### config.mk
export PLATFORM = sky130hd
export DESIGN_NAME = fcc_mul
export DESIGN_NICKNAME = d
export VERILOG_FILES = /design/src/hdl/fcc_pkg.sv /design/src/hdl/fcc_mul.sv
export SDC_FILE = /design/constraint.sdc
export NUM_CORES = 1
export LEC_CHECK = 0
export ABC_CLOCK_PERIOD_IN_PS = 8700
export BUFFER_PORTS_ARGS = -buffer_cell sky130_fd_sc_hd__buf_2
export CAP_MARGIN = 20
export CORE_MARGIN = 2
export CORE_UTILIZATION = 60
export DETAILED_ROUTE_END_ITERATION = 8
export PLACE_DENSITY_LB_ADDON = 0.2
export SLEW_MARGIN = 20
export SYNTH_ARGS = -nofsm -noshare
export SYNTH_HDL_FRONTEND = slang
export SYNTH_SLANG_ARGS = --single-unit
### constraint.sdc
create_clock -name i_clk -period 8.7 [get_ports i_clk]
set_input_delay 0.435 -clock i_clk [delete_from_list [all_inputs] [get_ports i_clk]]
set_output_delay 0.435 -clock i_clk [all_outputs]
set_load 0.1 [all_outputs]
### src/hdl/fcc_pkg.sv
`timescale 1ns / 1ps
// ----------------------------------------------------------------------------
// fcc_pkg
// Shared widths and defaults for the face centre and area block.
// ----------------------------------------------------------------------------
package fcc_pkg;

    localparam int CW   = 24;   // coordinate / centre width
    localparam int AW   = 53;   // area component width
    localparam int MW   = 53;   // multiplier operand width
    localparam int PW   = 2 * MW;
    localparam int RW   = 104;  // square root radicand width
    localparam int QW   = RW / 2;
    localparam int DNW  = 88;   // dividend width
    localparam int DDW  = 62;   // divisor width

    localparam int          MAX_VERT_DEF = 16;
    localparam logic [31:0] THR_RESET    = 32'd1;

endpackage

### src/hdl/fcc_mul.sv
`timescale 1ns / 1ps
// ----------------------------------------------------------------------------
// fcc_mul
// Unsigned shift-and-add multiplier, one multiplier bit per cycle.
// ----------------------------------------------------------------------------
module fcc_mul (
    input  logic                    i_clk,
    input  logic                    i_rst_n,
    input  logic                    i_start,
    input  logic [fcc_pkg::MW-1:0]  i_a,
    input  logic [fcc_pkg::MW-1:0]  i_b,
    output logic                    o_done,
    output logic [fcc_pkg::PW-1:0]  o_prod
);
    import fcc_pkg::*;

    localparam int CNTW = $clog2(MW);

    logic [PW-1:0]   r_acc;
    logic [PW-1:0]   r_mc;
    logic [MW-1:0]   r_mp;
    logic [CNTW-1:0] r_cnt;
    logic            r_busy;
    logic            r_done;

    always_ff @(posedge i_clk) begin
        if (!i_rst_n) begin
            r_busy <= 1'b0;
            r_done <= 1'b0;
        end else begin
            r_done <= 1'b0;
            if (i_start) begin
                r_acc  <= '0;
                r_mc   <= PW'(i_a);
                r_mp   <= i_b;
                r_cnt  <= CNTW'(MW - 1);
                r_busy <= 1'b1;
            end else if (r_busy) begin
                if (r_mp[0]) begin
                    r_acc <= r_acc + r_mc;
                end
                r_mc <= r_mc << 1;
                r_mp <= r_mp >> 1;
                r_cnt <= r_cnt - 1'b1;
                if (r_cnt == '0) begin
                    r_busy <= 1'b0;
                    r_done <= 1'b1;
                end
            end
        end
    end

    assign o_done = r_done;
    assign o_prod = r_acc;

endmodule

==> impl_metrics.tcl, run 1 <==
set metrics [dict create \
    status "finished clean" \
    grt_pass1_vias 13700 \
    final_max_slew_viol_count 0 \
    vias 14200 \
    grt-busiest-layer "met2" \
    grt_max_degree 187 \
    fin_area_um2 19900 \
    syn_nets 1953 \
    grt_pass1_wl_um 72200 \
    critPathKind "register to register" \
    layout-drive-gt1-share 0.206 \
    regArea_um2 8180 \
    multiInputGateArea_um2 8910 \
    ctsHoldBuffers 0 \
    async_flop_share 0 \
    use_met1 0.409 \
    first_iter_violations 1427 \
    synth_edf_count 271 \
    post_cts_resized 0 \
    globalRouteMet3Util 0.0662 \
    wire_per_inst_um 19.9 \
    drtAntennaViolNets 0 \
    netlist_area_um2 17700 \
    avgSynthCellArea_um2 10.2 \
    fillers 2280 \
    cts_inserted_buffers 31 \
    grt_util_all_layers 0.291 \
    ios 216 \
    r2r.worst_path.cells 13 \
    fin_nets 2115 \
    worstPathRequired_ns 9.03 \
    cts_root_buffer "clkbuf_16" \
    crit_path_end_kind "register" \
    die_x_um 176 \
    fmaxAchievable_ghz 0.226 \
    layout_common_cells "edfxtp_1 (271), buf_2 (214), nor2_1 (180)" \
    synth_ff_type "edfxtp_1" \
    drc 0 \
    synth_seq_cells 273 \
    dpl_cell_area_um2 18900 \
    place.gp.congestion 0.991 \
    cp.arrival_ns 4.75 \
    grt_overflow 0 \
    core-area_um2 28900 \
    fin_tns_setup_ns 0 \
    start_kind "register" \
    synth_cells 1736 \
    final_hold_viol_count 0 \
    cts.path.max_buffers 3 \
    synth_cell_types 78 \
    slew_headroom 0.330 \
    cellLeakagePower_nw 7.77 \
    drv_cap 0 \
    initial_core_util 0.613 \
    ys_seq_area_frac 0.462 \
    worst_pin_slew_ns 1.00 \
    routed_wl_um 45900 \
    worstPathMaxFanout 5 \
    yosys_warnings 0 \
    postCtsSetupBuffers 0 \
    die_h_um 176 \
    clk_pin_slew_ns 0.06 \
    dr.pass1.iters 6 \
    skew_ns 0.0133 \
    hp-class "primary input to register" \
    num_rows 62 \
    die_area_um2 30900 \
    finalSetupViolations 0 \
    grt_antenna_before_repair 2 \
    viasPerCell 6.15 \
    period_needed_ns 4.42 \
    rsz0062_at_grt "no" \
    finalCritPeriodShare 0.508 \
    min_path_cells 2 \
    clkSinkCount 273 \
    peakVddDrop_uv 200 \
    port_buffers 215 \
    layout_commonest_cell "edfxtp_1" \
    cts_tree "built" \
    htree_levels 1 \
    power_density_nw_per_um2 214 \
    dpl.hpwl_um 33400 \
    hold_ws_ns 0.140 \
    insertion_delay_ns 0.58 \
    power_mw 4.26 \
    met2_usage 0.450 \
    area_growth_pct 12.6 \
]
==> path summary, 6_finish.rpt <==
path / slack, ns / from / to
hold / removal: 0.14 / i_b[52] / r_mp[52]$_SDFFCE_PN0P_
hold reg to reg: 0.52 / r_busy$_SDFF_PN0_ / o_done$_SDFF_PP0_
setup / recovery: 4.28 / o_prod[0]$_SDFFCE_PP0P_ / o_prod[100]$_SDFFCE_PP0P_
setup reg to reg: 4.28 / o_prod[0]$_SDFFCE_PP0P_ / o_prod[100]$_SDFFCE_PP0P_
==> kinds of logic (layout without fill, tap and decap cells) <==
kind of cell             Yosys count  count (layout)  share of synthesized area
AND/OR/NAND/NOR                  562             562                      0.155
flip-flops                       273             273                      0.462
adder cells (fa/ha/maj)          108             108                     0.0768
other                              0               1                          0
multiplexers                     112             112                     0.0715
buffers and inverters            140             327                     0.0354
XOR/XNOR                          79              79                     0.0391
AO/OA/AOI/OAI                    462             462                      0.161
==> metal layers <==
metal	share of wire	wire (um)	vias to the layer above
met1	0.44	20000	6680
li1	-	-	6804
met2	0.44	20300	623
met5	0.00024	11	-
met4	0.034	1560	2
met3	0.088	4060	89
==> synthesized netlist by cell type (3+ instances only) <==
cell / n / area (um2)
nor3b_1: 5 / 37.5
mux2_1: 8 / 90.1
o221ai_1: 3 / 26.3
a21o_1: 41 / 308
nand4_1: 50 / 313
a21boi_0: 4 / 30.0
buf_6: 11 / 124
xor2_1: 31 / 272
a41oi_1: 3 / 26.3
a31oi_1: 15 / 93.8
nand2b_1: 10 / 62.6
ha_1: 107 / 1340
o31ai_1: 12 / 90.1
clkbuf_1: 71 / 267
mux2_2: 103 / 1160
nor4_1: 9 / 56.3
nand3_1: 24 / 120
inv_1: 47 / 176
a311oi_1: 4 / 35.0
o21a_1: 24 / 180
buf_2: 5 / 25.0
a221oi_1: 4 / 35.0
o41ai_1: 4 / 35.0
and2_1: 4 / 25.0
a211oi_1: 7 / 52.6
o21ai_0: 60 / 300
nor2_1: 180 / 676
nand2_1: 122 / 458
nor3_1: 48 / 240
and4_1: 5 / 43.8
o21ai_1: 36 / 180
or2_2: 4 / 25.0
or3_1: 4 / 25.0
buf_1: 3 / 11.3
a21oi_1: 177 / 886
edfxtp_1: 271 / 8140
and3_1: 12 / 75.1
nor2b_1: 71 / 444
a21oi_2: 3 / 26.3
o21bai_1: 29 / 218
or4_1: 3 / 22.5
a21boi_1: 5 / 37.5
o31a_1: 3 / 26.3
o211ai_1: 6 / 45.0
xnor2_1: 48 / 420
==> critical path, stage by stage, from the launching register on <==
cell and delay, ns:
edfxtp_1 0.35, ha_1 0.20, inv_1 0.07, fa_1 0.40, nand2b_1 0.21, a211oi_1 0.35
o21ai_2 0.15, a31oi_1 0.28, a21oi_1 0.22, o41ai_1 0.72, a221oi_1 0.34, a211oi_2 0.44
a21oi_1 0.13, mux2_1 0.33
==> stage by stage <==
stage	util	setup slack, ns	cells
detailed placement	0.655	4.45	2248
CTS	0.689	4.40	2306
floorplan	-	2.47	1736
global placement	0.655	4.66	2248
global route	0.690	4.04	2307
finish	0.690	4.28	2308
==> report_power, final <==
group / leakage, nW / switching (mW) / internal, mW
combinational: 4.67 / 0.925 / 0.396
sequential: 2.63 / 0.0552 / 1.59
clock: 0.474 / 0.553 / 0.747
total: 7.77 / 1.53 / 2.73
==> flip-flops by register name, indices dropped and copies added, names as in the netlist <==
register,flops
r_mc,106
o_prod,106
o_done,1
r_busy,1
r_cnt,6
r_mp,53
==> cell type report <==
class	instances	share of cell area
repair buffers	222	0.0588
multi-input cells	1323	0.447
inverters	47	0.00885
well taps	384	0.0241
diodes	1	0.000126
flip-flops and latches	273	0.410
clock buffers	37	0.0401
clock inverters	21	0.0104
Note: power is estimated with default switching activity, not from simulation.
==> run 2: changes to the inputs <==
ABC_CLOCK_PERIOD_IN_PS = 4100   (was 8700)
clock period = 4.1 ns   (was 8.7 ns; I/O delays follow)
==> impl_metrics.tcl, run 2 (synthesis results as in run 1) <==
set metrics [dict create \
    status "finished clean" \
    cp_slowest_cell "o41ai_2" \
    dr.pass1.iters 6 \
    hold_ws_ns 0.0661 \
    area_growth_pct 19.4 \
    layout_common_cells "edfxtp_1 (271), buf_2 (214), nor2_1 (180)" \
    cellLeakagePower_nw 8.31 \
    slew_headroom 0.297 \
    die_x_um 176 \
    dpl.hpwl_um 34700 \
    cp.arrival_ns 4.15 \
    drv_cap 0 \
    die_h_um 176 \
    finalSetupViolations 0 \
    die_area_um2 30900 \
    worstPathRequired_ns 4.41 \
    cp_cell_sequence "ha_2 -> inv_1 -> fa_1 -> nand2b_1 -> a211oi_2 -> o21ai_2 -> a31oi_1 -> a21oi_2 -> o41ai_2 -> a221oi_1 -> a211oi_2 -> a21oi_1 -> mux2_1" \
    r2r-start "o_prod[0]$_SDFFCE_PP0P_" \
    grt_overflow 0 \
    cpPeakStageDelay_ns 0.47 \
    period_needed_ns 3.84 \
    fin_tns_setup_ns 0 \
    vias 15300 \
    peakVddDrop_uv 370 \
    fmaxAchievable_ghz 0.261 \
    hp-start "i_start" \
    finalCritPeriodShare 0.936 \
    critPathMostFrequentCell "a211oi_2" \
    cts.path.max_buffers 3 \
    power_density_nw_per_um2 440 \
    final_max_slew_viol_count 0 \
    hp-class "primary input to register" \
    start_kind "register" \
    clkSinkCount 273 \
    wire_per_inst_um 21.0 \
    cts_tree "built" \
    drtAntennaViolNets 0 \
    cts_inserted_buffers 31 \
    critPathKind "register to register" \
    rsz0062_at_grt "no" \
    final_hold_viol_count 0 \
    grt_antenna_before_repair 2 \
    grt_util_all_layers 0.325 \
    layout_commonest_cell "edfxtp_1" \
    insertion_delay_ns 0.57 \
    crit_path_end_kind "register" \
    fin_nets 2236 \
    layout-drive-gt1-share 0.202 \
    startpoint "o_prod[0]$_SDFFCE_PP0P_" \
    r2r_slack_ns 0.26 \
    worstPathMaxFanout 5 \
    grt_max_degree 107 \
    initial_core_util 0.613 \
    first_iter_violations 1685 \
    place.gp.congestion 0.989 \
    drc 0 \
    ios 216 \
    postCtsSetupBuffers 0 \
    skew_ns 0.0149 \
    cts_root_buffer "clkbuf_16" \
    grt_pass1_vias 15000 \
    worst_pin_slew_ns 1.05 \
    num_rows 62 \
    htree_levels 1 \
    viasPerCell 6.28 \
    routed_wl_um 51000 \
    core-area_um2 28900 \
    port_buffers 215 \
    grt_pass1_wl_um 79700 \
    clk_pin_slew_ns 0.06 \
]
-- run 2: cell count changes in the layout (fill, tap and decap cells not counted), moves of 2 or more --
cell and delta:
buf_12 +2, buf_4 +13, clkinvlp_4 -5, clkinv_1 +7, dlygate4sd3_1 +107, clkbuf_1 -4
-- run 2: layer usage --
layer  GRT usage  up-vias  wire [um]
met3      0.0539      158       4440
met2       0.535      813      24000
met1       0.426     7253      20200
met4       0.140        2       2350
met5           0        -         13
li1            -     7028          -
-- run 2: path summary, 6_finish.rpt --
kind | cells after the start | end
worst max-delay path | 13 | o_prod[100]$_SDFFCE_PP0P_
worst min-delay path | 2 | o_prod[48]$_SDFFCE_PP0P_
worst min register to register | 1 | o_done$_SDFF_PP0_
worst max register to register | 13 | o_prod[100]$_SDFFCE_PP0P_
-- run 2: timing repair --
item	4_1_cts	5_1_grt
hold endpoints to repair	107	0
endpoints found under the setup margin	0	3
hold buffers	107	0
gates resized for setup	0	2
-- run 2: final cells by class --
| cell class | count | area [um2] |
|---|---|---|
| multi-input cells | 1323 | 8930 |
| flip-flops and latches | 273 | 8180 |
| fillers | 2079 | 7730 |
| repair buffers | 343 | 2350 |
| clock buffers | 33 | 783 |
| well taps | 384 | 480 |
| clock inverters | 25 | 226 |
| inverters | 47 | 176 |
| diodes | 1 | 2.50 |
-- run 2: report_power, final --
| group | internal (mW) | switching, mW | leakage [nW] |
|---|---|---|---|
| registers | 3.37 | 0.127 | 2.63 |
| logic | 0.933 | 2.04 | 5.19 |
| clock network | 1.63 | 1.19 | 0.494 |
-- run 2: stage by stage --
stage	utilization	worst slack, ns	std cells	total power [mW]	cell area (um2)
detailed placement	0.660	0.162	2263	6.35	19000
global placement	0.660	0.230	2263	6.30	19000
finish	0.732	0.262	2429	9.29	21100
global route	0.732	0.0585	2429	9.63	21100
CTS	0.732	0.122	2428	9.22	21100
floorplan	-	0.00627	1736	5.72	17700
-- run 2: worst max-delay path: cells and delay by family (launching register included) --
kind	cells	cell delay, ns
compound gates	8	1.99
fa+ha+maj	2	0.61
buf+inv	1	0.06
flops	1	0.36
mux	1	0.33
simple gates	1	0.21
