$ cat config.mk
export PLATFORM = sky130hd
export DESIGN_NAME = fcc_div
export DESIGN_NICKNAME = d
export VERILOG_FILES = /design/src/hdl/fcc_pkg.sv /design/src/hdl/fcc_div.sv
export SDC_FILE = /design/constraint.sdc
export NUM_CORES = 1
export LEC_CHECK = 0
export ABC_AREA = 1
export BUFFER_PORTS_ARGS = -buffer_cell sky130_fd_sc_hd__buf_2
export CORE_UTILIZATION = 50
export DETAILED_ROUTE_END_ITERATION = 8
export GPL_ROUTABILITY_DRIVEN = 1
export GPL_TIMING_DRIVEN = 0
export PLACE_DENSITY_LB_ADDON = 0.12
export SLEW_MARGIN = 20
export SYNTH_ARGS = -nofsm -noshare
export SYNTH_HDL_FRONTEND = slang
export SYNTH_SLANG_ARGS = --single-unit
$ cat constraint.sdc
create_clock -name i_clk -period 12.02 [get_ports i_clk]
set_input_delay 3.606 -clock i_clk [delete_from_list [all_inputs] [get_ports i_clk]]
set_output_delay 3.606 -clock i_clk [all_outputs]
set_load 0.01 [all_outputs]
$ cat src/hdl/fcc_pkg.sv
`timescale 1ns / 1ps
// ----------------------------------------------------------------------------
// fcc_pkg
// Shared widths and defaults for the face centre and area block.
// ----------------------------------------------------------------------------
package fcc_pkg;

    localparam int CW   = 24;   // coordinate / centre width
    localparam int AW   = 53;   // area component width
    localparam int MW   = 53;   // multiplier operand width
    localparam int PW   = 2 * MW;
    localparam int RW   = 104;  // square root radicand width
    localparam int QW   = RW / 2;
    localparam int DNW  = 88;   // dividend width
    localparam int DDW  = 62;   // divisor width

    localparam int          MAX_VERT_DEF = 16;
    localparam logic [31:0] THR_RESET    = 32'd1;

endpackage

$ cat src/hdl/fcc_div.sv
`timescale 1ns / 1ps
// ----------------------------------------------------------------------------
// fcc_div
// Restoring unsigned divider, one quotient bit per cycle.
// ----------------------------------------------------------------------------
module fcc_div (
    input  logic                    i_clk,
    input  logic                    i_rst_n,
    input  logic                    i_start,
    input  logic [fcc_pkg::DNW-1:0] i_num,
    input  logic [fcc_pkg::DDW-1:0] i_den,
    output logic                    o_done,
    output logic [fcc_pkg::DNW-1:0] o_quo
);
    import fcc_pkg::*;

    localparam int CNTW = $clog2(DNW);

    logic [DNW-1:0]  r_num;
    logic [DDW-1:0]  r_den;
    logic [DDW-1:0]  r_rem;
    logic [DNW-1:0]  r_quo;
    logic [CNTW-1:0] r_cnt;
    logic            r_busy;
    logic            r_done;
    logic [DDW:0]    rem2;
    logic            fits;

    assign rem2 = {r_rem, r_num[DNW-1]};
    assign fits = rem2 >= {1'b0, r_den};

    always_ff @(posedge i_clk) begin
        if (!i_rst_n) begin
            r_busy <= 1'b0;
            r_done <= 1'b0;
        end else begin
            r_done <= 1'b0;
            if (i_start) begin
                r_num  <= i_num;
                r_den  <= i_den;
                r_rem  <= '0;
                r_quo  <= '0;
                r_cnt  <= CNTW'(DNW - 1);
                r_busy <= 1'b1;
            end else if (r_busy) begin
                r_num <= r_num << 1;
                r_rem <= fits ? DDW'(rem2 - {1'b0, r_den}) : rem2[DDW-1:0];
                r_quo <= {r_quo[DNW-2:0], fits};
                r_cnt <= r_cnt - 1'b1;
                if (r_cnt == '0) begin
                    r_busy <= 1'b0;
                    r_done <= 1'b1;
                end
            end
        end
    end

    assign o_done = r_done;
    assign o_quo  = r_quo;

endmodule

==> results of run 1 <==
## final cells by class
class                      count  area [um^2]
tap                          468        585.6
buffer                        49        267.8
fill                        3426        14890
sequential                   309         9259
inverter                     499         1876
timing repair buffer         246         1336
antenna                        3        7.507
clock buffer                  43        915.9
multi-input combinational   1588         7076
clock inverter                18        224.0
## sequential cells by signal, summed over array words and instances, names as in the netlist
signal / flops
r_cnt: 7
r_den: 62
o_quo: 88
r_rem: 62
r_num: 88
o_done: 1
r_busy: 1
## logic make-up (layout without fill, tap and decap cells)
logic type	Yosys count	count (layout)	share of synthesized area, %
compound gates	61	61	1.741
xor+xnor	31	31	1.470
fa+ha+maj	66	66	4.512
buf+inv	548	855	11.59
flops	309	309	50.14
other cells	0	3	0
simple gates	1430	1430	30.55
## critical path: stages
cell	delay (ns)
clkbuf_1	0.45
nand2_1	0.26
nand2_4	0.60
buf_16	0.32
buf_16	0.29
## how the worst max path moves through the flow
stage,startpoint,to,slack (ns),depth (start not counted)
after floorplan,i_start,o_quo[0],2.22,3
after global placement,i_start,r_rem[21],-0.51,3
after detailed placement,i_start,o_quo[50],6.04,5
after CTS,i_start,o_quo[50],6.64,5
after global routing,i_start,o_quo[31],6.54,5
final,i_start,o_quo[50],6.65,5
## cell usage after synthesis, types with 3 or more instances
cell type,number
a21oi_1,46
and2_1,6
buf_1,8
buf_2,4
buf_6,9
clkbuf_1,27
edfxtp_1,307
ha_1,65
inv_1,488
inv_2,10
nand2_1,1020
nand2_2,5
nand3_1,63
nand3b_1,9
nand4_1,19
nor2_1,281
nor2_2,6
nor3_1,14
o21ai_0,7
o21bai_1,3
xnor2_1,30
## cells in the final DEF (no fill, tap or decap), types with 2 or more instances in the layout
cell and n:
buf_12 4, nand4_1 19, nor2_2 6, nand3_1 63, buf_2 244, dfxtp_1 2
buf_1 8, xnor2_1 30, nand2_2 5, clkinv_1 4, nand3b_1 9, buf_6 9
o21bai_1 3, diode_2 3, inv_1 487, a21oi_1 46, clkinvlp_4 3, and2_1 6
clkbuf_16 35, bufinv_16 4, nor3_1 14, o21ai_1 2, clkinv_8 2, ha_1 65
edfxtp_1 307, nor2_1 281, nand2_1 1019, inv_2 10, buf_16 2, clkinv_2 4
o21ai_0 7, clkbuf_1 34
## power breakdown
group | switching [mW] | internal [mW] | total, mW
sequential | 0.0474 | 1.33 | 1.37
combinational | 0.660 | 0.327 | 0.987
clock | 0.442 | 0.633 | 1.07
total | 1.15 | 2.29 | 3.44
## per-stage QoR
step	TNS (ns)	total power [mW]	std cells	worst slack (ns)
2_1_floorplan	0	2.069	2445	2.223
3_3_place_gp	-121.31	2.382	3153	-0.5092
3_5_place_dp	0	2.375	3159	6.044
4_1_cts	0	3.456	3220	6.635
5_1_grt	0	3.628	3221	6.539
6_report	0	3.436	3223	6.650
## metal layers
| metal | wire, um | part of all wire, % |
|---|---|---|
| met4 | 1779 | 3.5 |
| met1 | 22810 | 45 |
| met5 | 69 | 0.14 |
| met3 | 3472 | 6.8 |
| met2 | 22950 | 45 |
==> metrics.md, run 1 <==
| Metric | Value |
|---|---|
| Setup violators final | 0 |
| Max Cap Viol | 0 |
| HP Start | r_num[77] |
| M1 GR Usage | 36.38% |
| CTS Buf Count | 35 |
| Die W | 194.2 um |
| Rows | 70 |
| Final period util | 44.68% |
| Avg Inst Size Synth | 7.553 um^2 |
| Fin. max-slew vios | 0 |
| Resized Gates After CTS | 0 |
| NumNets Final | 2947 |
| Initial antenna violation count | 9 |
| Area share of the largest cell type after synthesis | 49.92% |
| H-Tree Depth | 2 |
| WHS Endpoint | r_num[78] |
| Antenna viol nets, final | 0 |
| Number of cells on the worst hold path | 2 |
| WL final | 51.08 mm |
| Setup crit end kind | flip-flop |
| Worst vdd ir | 126.5 uV |
| Core area | 0.03643 mm^2 |
| Drt wl/cell | 15.85 um |
| Flops & latches, synth | 309 |
| P_leak | 11.43 nW |
| Number of synthesized flops with an enable pin | 307 |
| Synth area leaders | edfxtp_1, nand2_1, inv_1, nor2_1, ha_1 |
| Critical path class | in -> reg |
| Vias in the first global route | 15218 |
| Initial Util | 50.69% |
| R2r endpoint | r_rem[49] |
| Design area | 0.02155 mm^2 |
| Fin crit period | 5.370 ns |
| Clock Tree Buf Depth | 3 |
| TritonRoute pass-1 iters | 5 |
| Post-DP HPWL | 40.68 mm |
| Leading area contributor after synthesis | edfxtp_1 |
| Final RePlAce weighted congestion | 0.9774 |
| CP required | 12.24 ns |
| Pwr Density | 159.4 mW/mm^2 |
| Hold slack | 0.5110 ns |
| Reg2Reg Depth | 14 |
| Net count after synthesis | 2664 |
| Layout area overhead | 16.67% |
| Crit Reg-Reg Startpoint | r_rem[40] |
| Status | completed |
| Drt drc | 0 |
| RSZ-0062 raised after global routing | no |
| Largest net degree at the start of global routing | 55 |
| Synth Flop Type | edfxtp_1 |
| Syn Std Cell Area | 0.01847 mm^2 |
| Worst slew pin tran | 0.7346 ns |
| CTS clock-pin slew for the worst setup and hold paths | 0.06 ns |
| Die height | 194.2 um |
| CTS root buf | clkbuf_16 |
| Final Hold Fails | 0 |
| Vias | 15457 |
| Worst relative slew slack | 51.03% |
| Cts hold-fix bufs | 0 |
| Share of cells above drive strength 1 | 12.35% |
| Iter 0 DRT Violations | 928 |
| Vias per cell | 4.796 |
| Synth Instances | 2445 |
| CP max FO | 54 |
| Buffers on Ports | 240 |
| R2r setup slk | 8.90 ns |
| Grt peak-use layer | met2 |
| Worst setup SP type | primary input |
| Worst hold path class | reg -> reg |
| Overall routing resource usage | 27.53% |
| Global-route wire length before repair | 80.18 mm |
| Distinct cells, synth | 37 |
| Register area share after synthesis | 50.14% |
| Synth warn | 0 |
| CTS tree | built |
| Clock latency on the worst-skew pair | 0.56 ns |
| Final core occ | 59.14% |
| Io pins | 242 |
| Clock skew | 0.02684 ns |
| Cell Area, Placed | 0.02040 mm^2 |
| FFs w/ async S/R, synth | 0% |
| Met3 Use GR | 5.879% |
| Grt total ovfl | 0 |
| Peak Freq | 0.1862 GHz |
| Die area | 0.03771 mm^2 |
| Met2 usage | 44.34% |
| Total clock sinks | 309 |
| Arr. time, crit path | 5.59 ns |
| Postcts setup bufs | 0 |
No activity file was read; power rests on OpenSTA's default activity.
==> run 2, diff against run 1 <==
==> constraint.sdc (replaced) <==
create_clock -name i_clk -period 5.32 [get_ports i_clk]
set_input_delay 1.596 -clock i_clk [delete_from_list [all_inputs] [get_ports i_clk]]
set_output_delay 1.596 -clock i_clk [all_outputs]
set_load 0.01 [all_outputs]
==> run 2 against run 1 <==
Net effect:
- cell count about the same
- total power increased by 130%
- critical path depth decreased by 1
- via count increased by 1.2%
- cell area decreased by 0.23%
- sequential cell count unchanged
- worst setup slack got worse by 4.6 ns
- clock-buffer cell count decreased by 2
- hold slack got worse by 0.0059 ns
==> metrics.md, run 2 (synthesis gave the netlist of run 1 again) <==
| Metric | Value |
|---|---|
| Status | completed (unchanged) |
| Vias | 15637 (was 15457) |
| Met1 wire length | 23.16 mm (was 22.81 mm) |
| Rows | 70 (unchanged) |
| Combinational share of power | 28.7% (about the same) |
| Share of cells above drive strength 1 | 12.30% (was 12.35%) |
| CTS Buf Count | 35 (unchanged) |
| Layout area overhead | 16.41% (was 16.67%) |
| Final period util | 61.87% |
| Dpl ws | 1.424 ns (was 6.044 ns) |
| Worst relative slew slack | 51.30% (was 51.03%) |
| CTS clock-pin slew for the worst setup and hold paths | 0.06 ns (about the same) |
| Fin. max-slew vios | 0 (unchanged) |
| Final core occ | 59.00% (was 59.14%) |
| Sequential power share | 40.0% (about the same) |
| WL final | 51.19 mm (was 51.08 mm) |
| Fin crit period | 3.291 ns |
| Postcts setup bufs | 0 (unchanged) |
| Worst vdd ir | 336.8 uV (was 126.5 uV) |
| Die height | 194.2 um (unchanged) |
| Number of cells on the worst hold path | 2 (unchanged) |
| Cell Area, Placed | 0.02035 mm^2 (was 0.02040 mm^2) |
| Clock Tree Buf Depth | 3 (unchanged) |
| Global-route wire length before repair | 79.43 mm (was 80.18 mm) |
| Die area | 0.03771 mm^2 (unchanged) |
| CTS tree | built (unchanged) |
| Clock skew | 0.03943 ns (was 0.02684 ns) |
| Total clock sinks | 309 (unchanged) |
| Cts hold-fix bufs | 0 (unchanged) |
| Drt drc | 0 (unchanged) |
| Core area | 0.03643 mm^2 (unchanged) |
| Routed length on met2 | 22.87 mm (was 22.95 mm) |
| CP required | 5.49 ns (was 12.24 ns) |
| Pwr Density | 361.4 mW/mm^2 (was 159.4 mW/mm^2) |
| Vias in the first global route | 14995 (was 15218) |
| Reg2Reg Depth | 14 (unchanged) |
| Die W | 194.2 um (unchanged) |
| CTS root buf | clkbuf_16 (unchanged) |
| Io pins | 242 (unchanged) |
| Worst hold path class | reg -> reg (unchanged) |
| Largest net degree at the start of global routing | 96 (was 55) |
| Overall routing resource usage | 27.29% (was 27.53%) |
| Drt wl/cell | 15.89 um (was 15.85 um) |
| Grt total ovfl | 0 (unchanged) |
| Non-filler cells, final | 3222 (was 3223) |
| Critical path class | in -> reg (unchanged) |
| Peak Freq | 0.3038 GHz |
| Final RePlAce weighted congestion | 1.009 (was 0.9774) |
| Setup crit end kind | flip-flop (unchanged) |
| CP max FO | 95 (was 54) |
| Met3 Wirelength | 3.584 mm (was 3.472 mm) |
| R2r endpoint | r_rem[49] (unchanged) |
| Placed Cells | 3156 (was 3159) |
| Setup violators final | 0 (unchanged) |
| Switching share of power | 33.49% (was 33.46%) |
| Clock group share of total power | 31.3% (about the same) |
| Initial Util | 50.69% (unchanged) |
| Clock latency on the worst-skew pair | 0.57 ns (was 0.56 ns) |
| NumNets Final | 2944 (was 2947) |
| RSZ-0062 raised after global routing | no (unchanged) |
| Net Sw Power | 2.602 mW (was 1.150 mW) |
| Antenna viol nets, final | 0 (unchanged) |
| Setup TNS | 0 ns (unchanged) |
| P_leak | 11.42 nW (was 11.43 nW) |
| H-Tree Depth | 2 (unchanged) |
| Max Cap Viol | 0 (unchanged) |
| Final Hold Fails | 0 (unchanged) |
| Iter 0 DRT Violations | 951 (was 928) |
| R2r setup slk | 2.10 ns (was 8.90 ns) |
| Initial antenna violation count | 11 (was 9) |
| Worst setup SP type | primary input (unchanged) |
| Fin worst setup slack | 2.029 ns (was 6.650 ns) |
| Cell-internal power | 5.167 mW (was 2.286 mW) |
| Vias per cell | 4.853 (was 4.796) |
| Crit Reg-Reg Startpoint | r_rem[40] (unchanged) |
| HP Start | r_num[19] (was r_num[77]) |
| Buffers on Ports | 240 (unchanged) |
| TritonRoute pass-1 iters | 5 (unchanged) |
| Design area | 0.02150 mm^2 (was 0.02155 mm^2) |
| WHS Endpoint | r_num[20] (was r_num[78]) |
| Worst slew pin tran | 0.7305 ns (was 0.7346 ns) |
| Arr. time, crit path | 3.47 ns (was 5.59 ns) |
| Highest routing layer actually used | met5 (unchanged) |
| Most common cell after layout, fill and taps aside | nand2_1 (unchanged) |
| Post-DP HPWL | 40.13 mm (was 40.68 mm) |
| Most frequent cells in the layout | nand2_1, inv_1, edfxtp_1, nor2_1, buf_2 (unchanged) |
| Resized Gates After CTS | 0 (unchanged) |
## run 2: cell count changes in the layout (fill, tap and decap cells not counted), sizes merged
cell      change
diode         +2
inv           +1
clkinvlp      -3
clkinv        +4
clkbuf        -2
buf           -3
## run 2: metrics by stage
| stage | total power [mW] | hold WS, ns |
|---|---|---|
| after global routing | 8.196 | 0.5219 |
| after global placement | 5.341 | 0.4937 |
| final | 7.769 | 0.5051 |
| after detailed placement | 5.363 | 0.4975 |
| after floorplan | 4.646 | 0.4874 |
| after CTS | 7.812 | 0.5091 |
## run 2: cell type report
class / instances / area, um^2
Fill cell: 3509 / 14940
Sequential cell: 309 / 9259
Multi-Input combinational cell: 1588 / 7084
Inverter: 499 / 1876
Timing Repair Buffer: 243 / 1276
Clock buffer: 41 / 919.6
Tap cell: 468 / 585.6
Buffer: 49 / 267.8
Clock inverter: 20 / 217.7
Antenna cell: 5 / 12.51
## run 2: power by group through the flow
stage	clock, mW	sequential (mW)	combinational [mW]
2_1_floorplan	0	3.16	1.49
3_3_place_gp	0	3.16	2.18
3_5_place_dp	0	3.15	2.21
4_1_cts	2.48	3.11	2.22
5_1_grt	2.56	3.13	2.51
6_report	2.43	3.11	2.23
## run 2: per-layer routing
| metal | global-route usage [%] | up-vias |
|---|---|---|
| li1 | - | 8002 |
| met1 | 36.28 | 7098 |
| met2 | 43.82 | 433 |
| met3 | 6.575 | 92 |
| met4 | 8.995 | 12 |
| met5 | 0 | - |
## run 2: how the worst max path moves through the flow
| stage | startpoint | endpoint | slack [ns] | cells past startpoint |
|---|---|---|---|---|
| after floorplan | i_start | o_quo[0] | 1.19 | 3 |
| final | i_start | r_num[19] | 2.03 | 4 |
| after CTS | i_start | r_num[8] | 2.01 | 4 |
| after global routing | i_start | r_num[43] | 1.88 | 4 |
| after detailed placement | i_start | r_rem[56] | 1.42 | 4 |
| after global placement | i_start | r_rem[19] | 0.16 | 3 |
## run 2: critical path, stage by stage
cell      delay (ns)
clkbuf_1        0.43
nand2_1         0.32
nand2_8         0.59
buf_16          0.44
