**src/hdl/fcc_ram.sv**
```systemverilog
`timescale 1ns / 1ps
// ----------------------------------------------------------------------------
// fcc_ram
// Generic simple dual-port RAM, one write port, one registered read port.
// ----------------------------------------------------------------------------
module fcc_ram #(
    parameter int WIDTH = 72,
    parameter int DEPTH = 16
) (
    input  logic                     i_clk,
    input  logic                     i_we,
    input  logic [$clog2(DEPTH)-1:0] i_waddr,
    input  logic [WIDTH-1:0]         i_wdata,
    input  logic [$clog2(DEPTH)-1:0] i_raddr,
    output logic [WIDTH-1:0]         o_rdata
);

    logic [WIDTH-1:0] r_mem [DEPTH];
    logic [WIDTH-1:0] r_rdata;

    always_ff @(posedge i_clk) begin
        if (i_we) begin
            r_mem[i_waddr] <= i_wdata;
        end
        r_rdata <= r_mem[i_raddr];
    end

    assign o_rdata = r_rdata;

endmodule

```
**config.mk**
```make
export PLATFORM = sky130hd
export DESIGN_NAME = fcc_ram
export DESIGN_NICKNAME = d
export VERILOG_FILES = /design/src/hdl/fcc_ram.sv
export SDC_FILE = /design/constraint.sdc
export NUM_CORES = 1
export LEC_CHECK = 0
export BUFFER_PORTS_ARGS = -buffer_cell sky130_fd_sc_hd__buf_4
export CAP_MARGIN = 40
export CORE_ASPECT_RATIO = 2
export CORE_MARGIN = 3
export CORE_UTILIZATION = 60
export DETAILED_ROUTE_END_ITERATION = 8
export PLACE_DENSITY_LB_ADDON = 0.05
export SLEW_MARGIN = 0
export SYNTH_ARGS = -nofsm -noshare
export SYNTH_HDL_FRONTEND = slang
export SYNTH_SLANG_ARGS = --single-unit
```
**constraint.sdc**
```tcl
create_clock -name i_clk -period 10.4 [get_ports i_clk]
set_clock_uncertainty 0.2 [all_clocks]
set_input_delay 2.08 -clock i_clk [delete_from_list [all_inputs] [get_ports i_clk]]
set_output_delay 2.08 -clock i_clk [all_outputs]
set_load 0.1 [all_outputs]
```
==> results of run 1 <==
-- cells in the mapped netlist (all sizes together) --
cell type | count | area share, %
edfxtp | 1152 | 78
mux4 | 288 | 15
a22oi | 144 | 2.4
nand2 | 73 | 0.62
dfxtp | 72 | 3.2
clkbuf | 50 | 0.42
buf | 45 | 0.80
nor2 | 13 | 0.11
nor3 | 4 | 0.045
nand2b | 2 | 0.028
nand3b | 2 | 0.034
nor2b | 2 | 0.028
and2 | 1 | 0.014
nand3 | 1 | 0.011
or3b | 1 | 0.020
-- per-stage QoR --
step                instance area (um^2)  worst slack (ns)  hold slack [ns]  std cells  power, uW
floorplan                          44600              2.13            0.435       1850       6150
global placement                   46800              5.32            0.449       2872       6380
detailed placement                 47100              5.29            0.456       2883       6400
CTS                                50600              6.05            0.465       3073      10300
global route                       50600              5.84            0.486       3076      10500
finish                             50600              6.03            0.462       3076      10200
-- path summary, 6_finish.rpt --
check           startpoint            to  slack (ns)
max             i_waddr[1]  r_mem[13][8]        6.03
min          r_mem[14][53]   o_rdata[53]        0.46
max reg2reg   r_mem[3][47]   o_rdata[47]        8.82
min reg2reg  r_mem[14][53]   o_rdata[53]        0.46
-- layout make-up --
type / count / area share, %
Clock inverter: 58 / 1.30
Multi-Input combinational cell: 531 / 16.0
Timing Repair Buffer: 205 / 3.55
Sequential cell: 1224 / 71.2
Tap cell: 923 / 2.28
Antenna cell: 3 / 0.0148
Clock buffer: 132 / 5.63
-- layer usage --
layer | up-vias | GRT usage [%]
met5 | - | 0
met4 | 2 | 7.96
met3 | 131 | 4.29
met2 | 774 | 41.5
met1 | 10900 | 36.1
li1 | 8326 | -
-- critical path, cell delays in order --
cell,delay (ns)
buf_4,0.15
nand2b_1,0.33
nor2_4,0.64
buf_4,0.52
buf_4,0.69
-- registers in the layout, indices dropped and copies added, names as in the netlist --
| register | flops |
|---|---|
| r_mem | 1152 |
| o_rdata | 72 |
-- cell families after synthesis --
group	share of synthesized area (%)
multiplexers	14.6
flip-flops	80.9
AND/OR/NAND/NOR	0.904
AO/OA/AOI/OAI	2.43
buffers and inverters	1.22
-- cell usage in the layout (no fill, tap or decap), drive strengths merged --
cell type / synthesis / layout
clkinvlp: 0 / 4
edfxtp: 1152 / 1152
a22oi: 144 / 144
bufinv: 0 / 13
clkinv: 0 / 40
nor2: 13 / 13
nand3b: 2 / 2
mux4: 288 / 288
nand3: 1 / 1
inv: 0 / 1
buf: 45 / 205
dfxtp: 72 / 72
nor2b: 2 / 2
and2: 1 / 1
nand2: 73 / 73
clkbuf: 50 / 132
diode: 0 / 3
or3b: 1 / 1
nand2b: 2 / 2
nor3: 4 / 4
-- power by group --
part	internal (uW)	switching [uW]	leakage (uW)	total (uW)
clock network	2260	1690	0.00172	3950
logic	221	509	0.00357	730
registers	5510	40.6	0.0110	5550
==> flow_metrics.py, run 1 <==
metrics = {
    "grt": {
        "grt_pass1_vias": 21400,
        "antenna_found_initial": 4,
        "track_usage_pct": 25.4,
        "grt_max_degree": 126,
        "overflow": 0,
        "grt_pass1_wl_um": 141000,
    },
    "logic_synthesis": {
        "netlist_area_um2": 44600,
        "synthCells": 1850,
        "synth_cell_type_count": 18,
        "ys_warn_count": 0,
        "ys_seq_elements": 1224,
        "synth_fp_nets": 1932,
        "syn-mean-instance-area_um2": 24.1,
        "yosysSeqAreaShare_pct": 80.9,
    },
    "cts": {
        "postCtsHoldBufs": 0,
        "cts_tree": "done",
        "path_clk_slew_ns": 0.07,
        "postCtsSetupBuffers": 0,
        "cts.sinks": 1224,
        "post_cts_resized": 0,
        "clock_latency_ns": 0.69,
        "root_buffer": "clkbuf_16",
        "clockBufferDepth": 3,
        "cts_buffers": 100,
        "h-tree-depth": 3,
    },
    "critical_path": {
        "cp_data_required_time_ns": 10.50,
        "crit_path_end_kind": "flop",
        "cp_max_fo": 37,
        "r2r_cells": 3,
        "criticalPathCategory": "input port to flop",
        "start_kind": "input port",
        "crit_arrival_ns": 4.48,
    },
    "power": {
        "ir_drop_uv": 177,
        "total_leakage_power_uw": 0.0163,
        "p_per_area_nw_per_um2": 202,
    },
    "route": {
        "dr.first_iter.drc_count": 1662,
        "ant_nets": 0,
        "wl_met3_um": 6670,
        "wl_per_cell_um": 31.2,
        "firstDrtPassIters": 5,
        "vias": 20100,
        "via_per_inst": 6.54,
        "routed.top_layer": "met5",
        "wirelength_met1_um": 37700,
        "dr_wl_met2_um": 49300,
        "wl_um": 95900,
        "route.detailed.drc": 0,
    },
    "die": {
        "die_area_um2": 77800,
        "rows": 140,
        "die_x_um": 199,
        "num_io_pins": 154,
        "die_h_um": 391,
        "start_util_pct": 60.8,
        "core_um2": 73200,
    },
    "timing": {
        "worst_pin_slew_ns": 0.989,
        "max_slew_margin_pct": 34.1,
        "period_share_pct": 42.1,
        "maxSlewViolCount": 0,
        "finalSetupTns_ns": 0,
        "fmax_mhz": 229,
        "grt_setup_unrepaired": "false",
        "setup_viol": 0,
        "hold_viol": 0,
        "finalCriticalPeriod_ns": 4.37,
    },
    "cells_and_area": {
        "regArea_um2": 36000,
        "area_growth_syn_to_layout_pct": 13.6,
        "drive_above_1_share_pct": 31.4,
        "final_util_pct": 69.1,
        "fillers": 4496,
        "nets": 2144,
        "multi_input_area_um2": 8110,
    },
    "placement": {
        "port_buffers": 153,
        "hpwl_um": 46900,
        "place.gp.congestion": 0.728,
    },
    "hold_path": {
        "worstHoldPathType": "flop to flop",
        "holdPathStages": 3,
    },
    "status": {
        "status": "complete, no violations",
    },
    "run": {
        "maxCapViolCount": 0,
    },
}
Power figures use the tool's default switching activity.
==> inputs of run 2 (changes only) <==
Clock period 10.4 ns to 4.3 ns, I/O delays scaled along.
==> run 2 against run 1 <==
- sequential share of layout area decreased by 0.37 points
- worst hold slack got worse by 0.20 ns
- critical endpoint is now o_rdata[13]
- sequential power increased by 140%
- combinational power increased by 150%
- wire length is 0.17% lower
- clock-buffer cell count decreased by 5
- non-clock buffer count grew 8
- highest routed layer unchanged
- largest power group unchanged
==> flow_metrics.py, run 2 (synthesized netlist as in run 1, its figures left out) <==
metrics = {
    "status": {
        "status": "complete, no violations",
    },
    "cells_and_area": {
        "final_common_cell": "edfxtp_1",
        "max_flop_register": "r_mem",
        "final_cell_mix": "1152 x edfxtp_1, 288 x mux4_2, 183 x buf_4, 144 x a22oi_1, 101 x clkbuf_16",
        "stdcell_count": 3078,
        "drive_above_1_share_pct": 31.9,
        "largest_reg_flops": 1152,
        "area_growth_syn_to_layout_pct": 14.2,
        "final_util_pct": 69.5,
        "nets": 2150,
    },
    "grt": {
        "track_usage_pct": 25.7,
        "overflow": 0,
        "busiest_layer": "met2",
        "antenna_found_initial": 7,
        "grtUsageMet2_pct": 42.0,
        "grt_pass1_wl_um": 142000,
        "grt_use_met3_pct": 4.45,
        "grt_max_degree": 67,
        "grt_pass1_vias": 21500,
        "met1_usage_pct": 36.8,
    },
    "die": {
        "rows": 140,
        "die_h_um": 391,
        "die_area_um2": 77800,
        "core_um2": 73200,
        "start_util_pct": 60.8,
        "die_x_um": 199,
        "num_io_pins": 154,
    },
    "cts": {
        "cts_buffers": 98,
        "postCtsHoldBufs": 0,
        "h-tree-depth": 3,
        "cts.sinks": 1224,
        "path_clk_slew_ns": 0.07,
        "cts_tree": "done",
        "postCtsSetupBuffers": 0,
        "post_cts_resized": 0,
        "clock_latency_ns": 0.68,
        "root_buffer": "clkbuf_16",
        "clockBufferDepth": 3,
    },
    "placement": {
        "port_buffers": 153,
        "place.gp.congestion": 0.734,
        "hpwl_um": 48300,
        "dpl.cell_count": 2891,
    },
    "timing": {
        "setup_viol": 0,
        "fmax_mhz": 400,
        "max_slew_margin_pct": 42.7,
        "finalSetupTns_ns": 0,
        "worst_pin_slew_ns": 0.859,
        "finalCriticalPeriod_ns": 2.50,
        "period_share_pct": 58.1,
        "maxSlewViolCount": 0,
        "hold_viol": 0,
        "grt_setup_unrepaired": "false",
    },
    "critical_path": {
        "cp_max_fo": 1,
        "slowest_delay_ns": 0.43,
        "crit_arrival_ns": 1.44,
        "crit_start": "o_rdata[13]",
        "cp_data_required_time_ns": 3.24,
        "start_kind": "flop",
        "critical_path.top_delay_family": "flip-flops",
        "ff2ff_setup_slack_ns": 2.74,
        "crit_path_end_kind": "primary output",
        "cp_slowest_cell": "dfxtp_1",
        "r2r_start": "r_mem[3][20]",
        "critPathBufInv": 1,
        "path_cells": "buf_4",
        "criticalPathCategory": "flop to primary output",
    },
    "route": {
        "via_per_inst": 6.56,
        "ant_nets": 0,
        "wl_um": 95700,
        "route.detailed.drc": 0,
        "dr.first_iter.drc_count": 2041,
        "vias": 20200,
        "wl_per_cell_um": 31.1,
        "firstDrtPassIters": 6,
    },
    "hold_path": {
        "hp-start": "i_wdata[9]",
        "worstHoldPathType": "input port to flop",
    },
    "power": {
        "total_power_uw": 24900,
        "ir_drop_uv": 427,
        "p_per_area_nw_per_um2": 489,
        "total_leakage_power_uw": 0.0164,
    },
    "run": {
        "maxCapViolCount": 0,
    },
}
-- run 2: cell types whose count changed in the layout (fill, tap and decap cells not counted), sizes merged --
cell | previous run | this run
diode | 3 | 4
clkinvlp | 4 | 5
inv | 1 | 4
clkinv | 40 | 30
buf | 205 | 213
clkbuf | 132 | 127
bufinv | 13 | 17
-- run 2: through the flow --
stage                     cell area, um^2  hold WS, ns  setup WS [ns]
after floorplan                     44600        0.435         -0.801
after global placement              47200        0.446           1.14
after detailed placement            47300        0.459           1.24
after CTS                           50900        0.216           1.74
after global routing                50900        0.262           1.77
final                               50900        0.266           1.80
-- run 2: worst paths after layout --
| kind | cells past startpoint | to |
|---|---|---|
| min | 1 | r_mem[7][9] |
| max reg2reg | 3 | o_rdata[20] |
| min reg2reg | 3 | o_rdata[14] |
| max | 1 | o_rdata[13] |
-- run 2: layout make-up --
class | count | area (um^2)
antenna | 4 | 10.0
clock buffer | 127 | 2810
clock inverter | 56 | 738
fill | 4470 | 22400
multi-input combinational | 531 | 8130
sequential | 1224 | 36000
tap | 923 | 1150
timing repair buffer | 213 | 1990
-- run 2: layer usage --
| layer | wire (um) | part of all wire (%) | vias to the layer above |
|---|---|---|---|
| li1 | - | - | 8333 |
| met1 | 37800 | 40 | 11000 |
| met2 | 49400 | 52 | 783 |
| met3 | 6670 | 7.0 | 115 |
| met4 | 1800 | 1.9 | 6 |
| met5 | 39 | 0.041 | - |
-- run 2: where the power goes --
part	switching (uW)	internal (uW)
logic	1240	555
registers	101	13300
clock network	4030	5640
==> inputs of run 3 (changes only) <==
Clock period 4.3 ns to 2.6 ns, I/O delays scaled along.
==> run 3 against run 2 <==
- core utilization increased by 2.5 points
- highest routed layer unchanged
- non-clock buffer count increased by 138
- largest cell class unchanged
- register-to-register slack got worse by 1.8 ns
- sequential power rose by 66%
- global-route usage is 0.95 points higher
==> flow_metrics.py, run 3 (synthesized netlist as in run 1, its figures left out) <==
metrics = {
    "die": {
        "die_h_um": 391,
        "rows": 140,
        "die_x_um": 199,
        "start_util_pct": 60.8,
        "core_um2": 73200,
        "num_io_pins": 154,
        "die_area_um2": 77800,
    },
    "critical_path": {
        "crit_path_end_kind": "primary output",
        "critPathBufInv": 1,
        "cp_max_fo": 1,
        "criticalPathCategory": "flop to primary output",
        "path_cells": "buf_4",
        "cp_data_required_time_ns": 1.88,
        "r2r_start": "r_mem[3][61]",
        "slowest_delay_ns": 0.44,
        "start_kind": "flop",
        "crit-reg2reg-capture": "o_rdata[61]",
        "r2r_cells": 3,
        "cp_slowest_cell": "dfxtp_1",
        "ff2ff_setup_slack_ns": 0.98,
        "critical_path_depth": 1,
        "critical_path.top_delay_family": "flip-flops",
        "crit_arrival_ns": 1.46,
    },
    "cts": {
        "post_cts_resized": 0,
        "h-tree-depth": 3,
        "root_buffer": "clkbuf_16",
        "cts_tree": "done",
        "clock_latency_ns": 0.68,
        "clockBufferDepth": 3,
        "path_clk_slew_ns": 0.07,
        "postCtsSetupBuffers": 0,
        "cts.sinks": 1224,
        "cts_buffers": 100,
    },
    "timing": {
        "setup_viol": 0,
        "fmax_mhz": 458,
        "maxSlewViolCount": 0,
        "period_share_pct": 83.9,
        "hold_viol": 0,
        "finalCriticalPeriod_ns": 2.18,
        "setup_slack_ns": 0.419,
        "finalSetupTns_ns": 0,
        "worst_pin_slew_ns": 0.505,
        "max_slew_margin_pct": 66.3,
        "grt_setup_unrepaired": "false",
    },
    "grt": {
        "track_usage_pct": 26.6,
        "overflow": 0,
        "grt_max_degree": 57,
        "grt_pass1_wl_um": 148000,
        "grt_pass1_vias": 22300,
        "antenna_found_initial": 3,
    },
    "route": {
        "route.detailed.drc": 0,
        "dr.first_iter.drc_count": 1802,
        "routed.top_layer": "met5",
        "wl_um": 100000,
        "wl_per_cell_um": 31.1,
        "vias": 20900,
        "firstDrtPassIters": 7,
        "dr_wl_met2_um": 52400,
        "via_per_inst": 6.48,
        "wl_met3_um": 6810,
        "wirelength_met1_um": 38400,
        "ant_nets": 0,
    },
    "run": {
        "maxCapViolCount": 0,
    },
    "hold_path": {
        "worstHoldPathType": "input port to flop",
        "holdPathStages": 3,
        "min_to": "r_mem[0][28]",
        "hp-start": "i_waddr[0]",
    },
    "placement": {
        "hpwl_um": 55200,
        "dpl.cell_count": 2957,
        "pre_cts_slack_ns": 0.127,
        "place.gp.congestion": 0.754,
        "placed_cell_area_um2": 48500,
        "port_buffers": 153,
    },
    "power": {
        "p_per_area_nw_per_um2": 787,
        "total_power_uw": 41500,
        "total_leakage_power_uw": 0.0172,
        "ir_drop_uv": 835,
    },
    "cells_and_area": {
        "multi_input_area_um2": 8150,
        "drive_above_1_share_pct": 32.9,
        "largest_reg_flops": 1152,
        "area_growth_syn_to_layout_pct": 18.3,
        "final_cell_mix": "1152 x edfxtp_1, 288 x mux4_2, 196 x buf_4, 144 x a22oi_1, 103 x clkbuf_16",
        "stdcell_count": 3220,
        "nets": 2290,
        "fillers": 4322,
        "design_area_um2": 52700,
        "regArea_um2": 36000,
        "max_flop_register": "r_mem",
        "final_common_cell": "edfxtp_1",
    },
    "status": {
        "status": "complete, no violations",
    },
}
run 3: cell type report:
cell class              count  share of cell area, %
clock buffers             123                   5.15
diodes                      2                0.00949
multi-input cells         531                   15.4
flip-flops and latches   1224                   68.4
clock inverters            66                   1.56
well taps                 923                   2.19
repair buffers            351                   7.29
run 3: repair_timing:
action / 4_1_cts / 5_1_grt
hold buffers: 72 / 0
endpoints found under the hold margin: 1152 / 0
setup endpoints to repair: 0 / 0
run 3: through the flow:
| step | util [%] | hold WS, ns |
|---|---|---|
| CTS | 72.0 | 0.127 |
| global placement | 66.2 | 0.445 |
| finish | 72.0 | 0.180 |
| floorplan | - | 0.419 |
| detailed placement | 66.2 | 0.452 |
| global route | 72.0 | 0.176 |
run 3: worst max path at each step:
| stage | startpoint | to | slack [ns] |
|---|---|---|---|
| 3_3_place_gp | i_raddr[0] | o_rdata[61] | 0.16 |
| 5_1_grt | o_rdata[44] | o_rdata[44] | 0.36 |
| 4_1_cts | o_rdata[65] | o_rdata[65] | 0.34 |
| 2_1_floorplan | i_waddr[2] | r_mem[0][0] | -0.78 |
| 6_report | o_rdata[65] | o_rdata[65] | 0.42 |
| 3_5_place_dp | i_raddr[0] | o_rdata[61] | 0.13 |
run 3: metal layers:
metal  vias up  track usage (%)
li1       8621                -
met1     11200             36.9
met2       857             44.3
met3       160             4.30
met4         2             8.57
met5         -                0
run 3: report_power, final:
group | total (uW) | internal (uW) | leakage [uW] | switching, uW
registers | 22200 | 22000 | 0.0110 | 165
clock network | 16000 | 9260 | 0.00173 | 6790
logic | 3220 | 1090 | 0.00447 | 2130
total | 41500 | 32400 | 0.0172 | 9090
